==> src/sv/assert_macros.svh <==
// Assertion helpers for the top-level file, which checks behaviour with them.
`ifndef ASSERT_MACROS_SVH
`define ASSERT_MACROS_SVH

// Implication checked at every clock edge outside reset.
`define ASSERT_IMPL(label, clk, rst, ante, cons) \
  label: assert property (@(posedge clk) disable iff (rst) (ante) |-> (cons)) \
    else $error("assertion failed");

// Next-cycle implication checked at every clock edge outside reset.
`define ASSERT_NEXT(label, clk, rst, ante, cons) \
  label: assert property (@(posedge clk) disable iff (rst) (ante) |=> (cons)) \
    else $error("assertion failed");

`endif

==> src/sv/sds_pkg.sv <==
// ----------------------------------------------------------------------------
// sds_pkg: shared types and codes of the skeleton distance shader
// Item kinds, result status codes, result selectors and the control bundle
// between the sequencer and the datapath.
// ----------------------------------------------------------------------------
`default_nettype none
package sds_pkg;

  localparam int unsigned SUM_BITS = 27;
  localparam logic [SUM_BITS-1:0] SUM_MAX = {SUM_BITS{1'b1}};

  localparam logic [1:0] KIND_SKEL   = 2'd0;
  localparam logic [1:0] KIND_VERT   = 2'd1;
  localparam logic [1:0] KIND_QUERY  = 2'd2;
  localparam logic [1:0] KIND_UNUSED = 2'd3;

  localparam logic [2:0] ST_OK        = 3'd0;
  localparam logic [2:0] ST_NO_SKEL   = 3'd1;
  localparam logic [2:0] ST_NO_VERT   = 3'd2;
  localparam logic [2:0] ST_FULL      = 3'd3;
  localparam logic [2:0] ST_BAD_INDEX = 3'd4;

  localparam logic [2:0] RES_SKEL_OK = 3'd0;
  localparam logic [2:0] RES_FULL    = 3'd1;
  localparam logic [2:0] RES_NO_SKEL = 3'd2;
  localparam logic [2:0] RES_NO_VERT = 3'd3;
  localparam logic [2:0] RES_BAD_IDX = 3'd4;
  localparam logic [2:0] RES_LOAD    = 3'd5;
  localparam logic [2:0] RES_QUERY   = 3'd6;

  typedef struct packed {
    logic       capture;
    logic       scan_start;
    logic       sqrt_start;
    logic       q_read;
    logic       q_mul;
    logic       q_scale;
    logic       div_start;
    logic       out_load;
    logic [2:0] res_sel;
  } cmd_t;

  typedef struct packed {
    logic [1:0] kind;
    logic       skel_empty;
    logic       skel_full;
    logic       vert_empty;
    logic       vert_full;
    logic       q_bad;
    logic       scan_done;
    logic       sqrt_done;
    logic       div_done;
  } stat_t;

endpackage
`default_nettype wire

==> src/sv/sds_ctrl.sv <==
// ----------------------------------------------------------------------------
// sds_ctrl: sequencer of the skeleton distance shader
// Decodes each item, starts the scan, root and divide steps in the datapath
// and hands the finished result to the output register.
// ----------------------------------------------------------------------------
`default_nettype none
module sds_ctrl (
  input  wire logic          clk,
  input  wire logic          rst,
  input  wire logic          s_tvalid,
  output logic               s_tready,
  output logic               m_tvalid,
  input  wire logic          m_tready,
  input  wire sds_pkg::stat_t stat,
  output sds_pkg::cmd_t      cmd
);
  localparam logic [3:0] S_IDLE   = 4'd0;
  localparam logic [3:0] S_DECODE = 4'd1;
  localparam logic [3:0] S_SCAN   = 4'd2;
  localparam logic [3:0] S_SQRT   = 4'd3;
  localparam logic [3:0] S_QMUL   = 4'd4;
  localparam logic [3:0] S_QSCALE = 4'd5;
  localparam logic [3:0] S_QSTART = 4'd6;
  localparam logic [3:0] S_QDIV   = 4'd7;
  localparam logic [3:0] S_FINISH = 4'd8;

  logic [3:0] state, state_next;
  logic [2:0] res, res_next;
  logic       out_free;

  assign out_free = !m_tvalid || m_tready;
  assign s_tready = (state == S_IDLE);

  always_comb begin
    state_next = state;
    res_next   = res;
    cmd        = '0;
    cmd.res_sel = res;
    unique case (state)
      S_IDLE: begin
        cmd.capture = s_tvalid;
        if (s_tvalid) begin
          state_next = S_DECODE;
        end
      end
      S_DECODE: begin
        unique case (stat.kind)
          sds_pkg::KIND_SKEL: begin
            res_next   = stat.skel_full ? sds_pkg::RES_FULL : sds_pkg::RES_SKEL_OK;
            state_next = S_FINISH;
          end
          sds_pkg::KIND_VERT: begin
            if (stat.skel_empty) begin
              res_next   = sds_pkg::RES_NO_SKEL;
              state_next = S_FINISH;
            end else if (stat.vert_full) begin
              res_next   = sds_pkg::RES_FULL;
              state_next = S_FINISH;
            end else begin
              cmd.scan_start = 1'b1;
              state_next     = S_SCAN;
            end
          end
          sds_pkg::KIND_QUERY: begin
            if (stat.vert_empty) begin
              res_next   = sds_pkg::RES_NO_VERT;
              state_next = S_FINISH;
            end else if (stat.q_bad) begin
              res_next   = sds_pkg::RES_BAD_IDX;
              state_next = S_FINISH;
            end else begin
              cmd.q_read = 1'b1;
              state_next = S_QMUL;
            end
          end
          default: begin
            state_next = S_IDLE;
          end
        endcase
      end
      S_SCAN: begin
        if (stat.scan_done) begin
          cmd.sqrt_start = 1'b1;
          state_next     = S_SQRT;
        end
      end
      S_SQRT: begin
        if (stat.sqrt_done) begin
          res_next   = sds_pkg::RES_LOAD;
          state_next = S_FINISH;
        end
      end
      S_QMUL: begin
        cmd.q_mul  = 1'b1;
        state_next = S_QSCALE;
      end
      S_QSCALE: begin
        cmd.q_scale = 1'b1;
        state_next  = S_QSTART;
      end
      S_QSTART: begin
        cmd.div_start = 1'b1;
        state_next    = S_QDIV;
      end
      S_QDIV: begin
        if (stat.div_done) begin
          res_next   = sds_pkg::RES_QUERY;
          state_next = S_FINISH;
        end
      end
      S_FINISH: begin
        if (out_free) begin
          cmd.out_load = 1'b1;
          state_next   = S_IDLE;
        end
      end
      default: begin
        state_next = S_IDLE;
      end
    endcase
  end

  always_ff @(posedge clk) begin
    if (rst) begin
      state    <= S_IDLE;
      res      <= sds_pkg::RES_SKEL_OK;
      m_tvalid <= 1'b0;
    end else begin
      state <= state_next;
      res   <= res_next;
      if (cmd.out_load) begin
        m_tvalid <= 1'b1;
      end else if (m_tready) begin
        m_tvalid <= 1'b0;
      end
    end
  end
endmodule
`default_nettype wire

==> config.mk <==
export PLATFORM = sky130hd
export DESIGN_NAME = sds_ctrl
export DESIGN_NICKNAME = d
export VERILOG_FILES = /design/src/sv/assert_macros.svh /design/src/sv/sds_pkg.sv /design/src/sv/sds_ctrl.sv
export SDC_FILE = /design/constraint.sdc
export NUM_CORES = 1
export LEC_CHECK = 0
export ABC_CLOCK_PERIOD_IN_PS = 2750
export BUFFER_PORTS_ARGS = -buffer_cell sky130_fd_sc_hd__buf_2
export CORE_MARGIN = 1.5
export CORE_UTILIZATION = 49
export CTS_CLUSTER_SIZE = 10
export DETAILED_ROUTE_END_ITERATION = 8
export PLACE_DENSITY = 0.89
export SYNTH_ARGS = -nofsm -noshare
export SYNTH_HDL_FRONTEND = slang
export SYNTH_SLANG_ARGS = --single-unit
==> constraint.sdc <==
create_clock -name clk -period 2.75 [get_ports clk]
set_input_delay 0.4125 -clock clk [delete_from_list [all_inputs] [get_ports clk]]
set_output_delay 0.4125 -clock clk [all_outputs]
set_load 0.02 [all_outputs]
==> summary.md <==
| Metric | Value |
|---|---|
| Status | `complete, no violations` |
| Routed vias | `721` |
| Placer Congestion | `between 0.8 and 0.9` |
| Post-route minimum period | `2.19 ns` |
| Largest net degree at the start of global routing | `14` |
| First-pass GRT wire length | `about 2700 um` |
| Hold path startpoint | `rst` |
| Reg-to-reg startpoint | `state[0]$_SDFFE_PP0P_` |
| GRT overflow | `0` |
| Slowest-stage cell, CP | `or4b_4` |
| Post-Syn Area per Cell | `7.70 sq um` |
| FP Rows | `12` |
| I/O pin total | `27` |
| Post-CTS Setup Inserts | `0` |
| Slowest stage delay, CP | `0.57 ns` |
| CP arrival | `2.33 ns` |
| Diodes inserted | `0` |
| Most common cell in the synthesized netlist | `nor2_1` |
| Final hold vios | `0` |
| Sequential fraction of the synthesis area | `24.5%` |
| CTS Buf Count | `3` |
| Most frequent CP cell | `or4b_4` |
| Crit Path Class | `reg -> reg` |
| # nets final | `approximately 130` |
| DRT iter0 DRCs | `28` |
| CTS tree | `yes` |
| Clock skew | `about 0.0054 ns` |
| GRT Resource Usage Total | `25.1%` |
| FF-to-FF path depth | `4` |
| Synthesized Nets | `just over 100` |
| Number of flops mapped to enable cells by yosys | `0` |
| Clock Latency Late Sink | `0.26 ns` |
| Die area | `roughly 1600 sq um` |
| Post-synthesis simple-gate area fraction | `39.8%` |
| Die height | `slightly below 40 um` |
| I/O Buffers | `26` |
| Ys async rst share | `0%` |
| Worst-Margin Slew | `0.414 ns` |
| R2r endpoint | `res[1]$_SDFFE_PP0P_` |
| Fin util | `69.1%` |
| Core Area | `1170 sq um` |
| CTS max path bufs | `2` |
| Yosys warns | `0` |
| Clock root buffer master | `clkbuf_4` |
| Post-synth top area share | `24.5%` |
| Largest area contributor in the netlist | `dfxtp_1` |
| CP startpoint kind | `register` |
| XOR/XNOR Fraction of Synth Area | `0%` |
| Max VDD drop | `0.000232 V` |
| Max Fclk | `456 MHz` |
| Post-Syn Area | `around 650 sq um` |
| CTS H-Tree Depth | `1` |
| FF+latch count, synth | `8` |
| Total power | `about 310 uW` |
| Share of post-route cells with drive strength above 1 | `33.0%` |
| Hold EP | `res[2]$_SDFFE_PP0P_` |
| Worst Path Required | `2.88 ns` |
| Drt pass-1 iters | `6` |
| Post-DR vias/cell | `5.86` |
| Hold path cells | `2` |
| Synth top area cells | `dfxtp_1 24%, ha_1 7.6%, nor2_1 5.2%` |
| Multiplexer area fraction after synthesis | `3.06%` |
| LEAKAGE | `between 0.0003 and 0.0004 uW` |
| RSZ-0062 raised after global routing | `no` |
| Mapped Cells | `85` |
| Count of pins over their slew limit | `0` |
| WHS | `~0.43 ns` |
| Initial antenna violation count | `0` |
| Hold Crit Class | `in -> reg` |
| Max FO, Critical Path | `13` |
| Final period utilization | `79.8%` |
| Vias in the first global route | `649` |
| Finish-stage setup viols | `0` |
| Initial Util | `55.9%` |
| Detailed Place HPWL | `1290 um` |
| CP Cell Sequence | `or4b_4 -> or4b_4 -> a222oi_1 -> a211oi_1` |
| Post-synthesis cell type count | `33` |
| WL/cell | `around 13 um` |
| DP Worst Slack | `roughly 0.57 ns` |
| Hold-fix buffers at CTS | `0` |
| Post-synth top cells | `9 x nor2_1, 8 x dfxtp_1, 6 x inv_1` |
| Routed WL | `~1700 um` |
| DRC Markers | `0` |
| Area Overhead vs Synth | `23.7%` |
| Max Cap Viol | `0` |
| Main synth FF type | `dfxtp_1` |
| Setup TNS | `0 ns` |
| Fillcell total | `105` |
| Main combinational cell family by area after synthesis | `simple AND/OR/NAND/NOR gates` |
| Post-synthesis compound-gate area fraction | `a little under a fifth` |
| Power per cell area | `approximately 380 nW/um^2` |
| Post-Synth Adder-Cell Area | `7.65%` |
| Final worst-path setup slack | `0.555 ns` |
| CP Capture Type | `register` |
| Slew headroom | `72.4%` |
| Die X | `between 30 and 40 um` |
| Reg2reg setup slack | `0.56 ns` |
| Antenna viol nets, final | `0` |
| PostCTS Resize Cnt | `0` |
| Clock Sinks | `8` |
| Reg clk slew, reported paths | `0.06 ns` |
where the power goes:
part / leakage (uW) / switching (uW) / internal [uW]
Sequential: 0.0000651 / 7.62 / 122
Clock: 0.0000138 / 45.4 / 50.3
Combinational: 0.000292 / 45.1 / 38.7
Total: 0.000371 / 98.1 / 211
layer usage:
layer  vias to the layer above  track usage, %  wire, um
met1                       317            30.3       696
li1                        354               -         -
met5                         -               0         0
met2                        42            43.0       805
met3                         8            4.55       115
met4                         0            9.48        34
how the worst max path moves through the flow:
stage                               start             endpoint  slack (ns)
CTS                 state[0]$_SDFFE_PP0P_  res[1]$_SDFFE_PP0P_        0.55
global route        state[0]$_SDFFE_PP0P_  res[1]$_SDFFE_PP0P_        0.43
floorplan           state[0]$_SDFFE_PP0P_              cmd[10]        0.74
detailed placement  state[0]$_SDFFE_PP0P_  res[1]$_SDFFE_PP0P_        0.57
global placement    state[0]$_SDFFE_PP0P_  res[1]$_SDFFE_PP0P_        0.69
finish              state[0]$_SDFFE_PP0P_  res[1]$_SDFFE_PP0P_        0.56
stage by stage:
| step | std cells | area, sq um |
|---|---|---|
| 2_1_floorplan | 85 | 654 |
| 3_3_place_gp | 120 | 787 |
| 3_5_place_dp | 120 | 787 |
| 4_1_cts | 123 | 810 |
| 5_1_grt | 123 | 810 |
| 6_report | 123 | 810 |
sequential cells by signal, indices dropped and copies added, names as in the netlist:
signal,count
res,3
state,4
m_tvalid,1
cells by family after synthesis:
logic type / after synthesis
buf+inv: 12
mux: 2
compound gates: 17
simple gates: 42
flops: 8
fa+ha+maj: 4
area by class of cell:
class / count / area (sq um) / area share, %
multi-input combinational: 65 / 449 / 55.5
sequential: 8 / 160 / 19.8
timing repair buffer: 27 / 138 / 17.0
clock buffer: 3 / 22.5 / 2.78
inverter: 6 / 22.5 / 2.78
tap: 14 / 17.5 / 2.16
worst max-delay path, delay by kind of cell, from the launching register on:
| kind | cells | cell delay (ns) |
|---|---|---|
| flip-flops | 1 | 0.53 |
| AO/OA/AOI/OAI | 2 | 0.44 |
| AND/OR/NAND/NOR | 2 | 1.11 |
layout by cell type, fill, tap and decap left out, drive strengths merged:
cell,n
buf,27
o211ai,1
a311oi,1
and3b,1
nor4b,1
nand2b,5
and2,2
and3,2
inv,6
nand3b,2
o32ai,1
and4,1
nor4,3
dfxtp,8
clkbuf,3
nor2b,2
o21ai,4
ha,4
nor2,9
nor3,1
mux2i,2
nand3,2
a221oi,2
nand2,5
a211oi,2
a21oi,5
or3b,1
or4b,3
a222oi,1
nor3b,2
(Power assumes the default switching activity.)
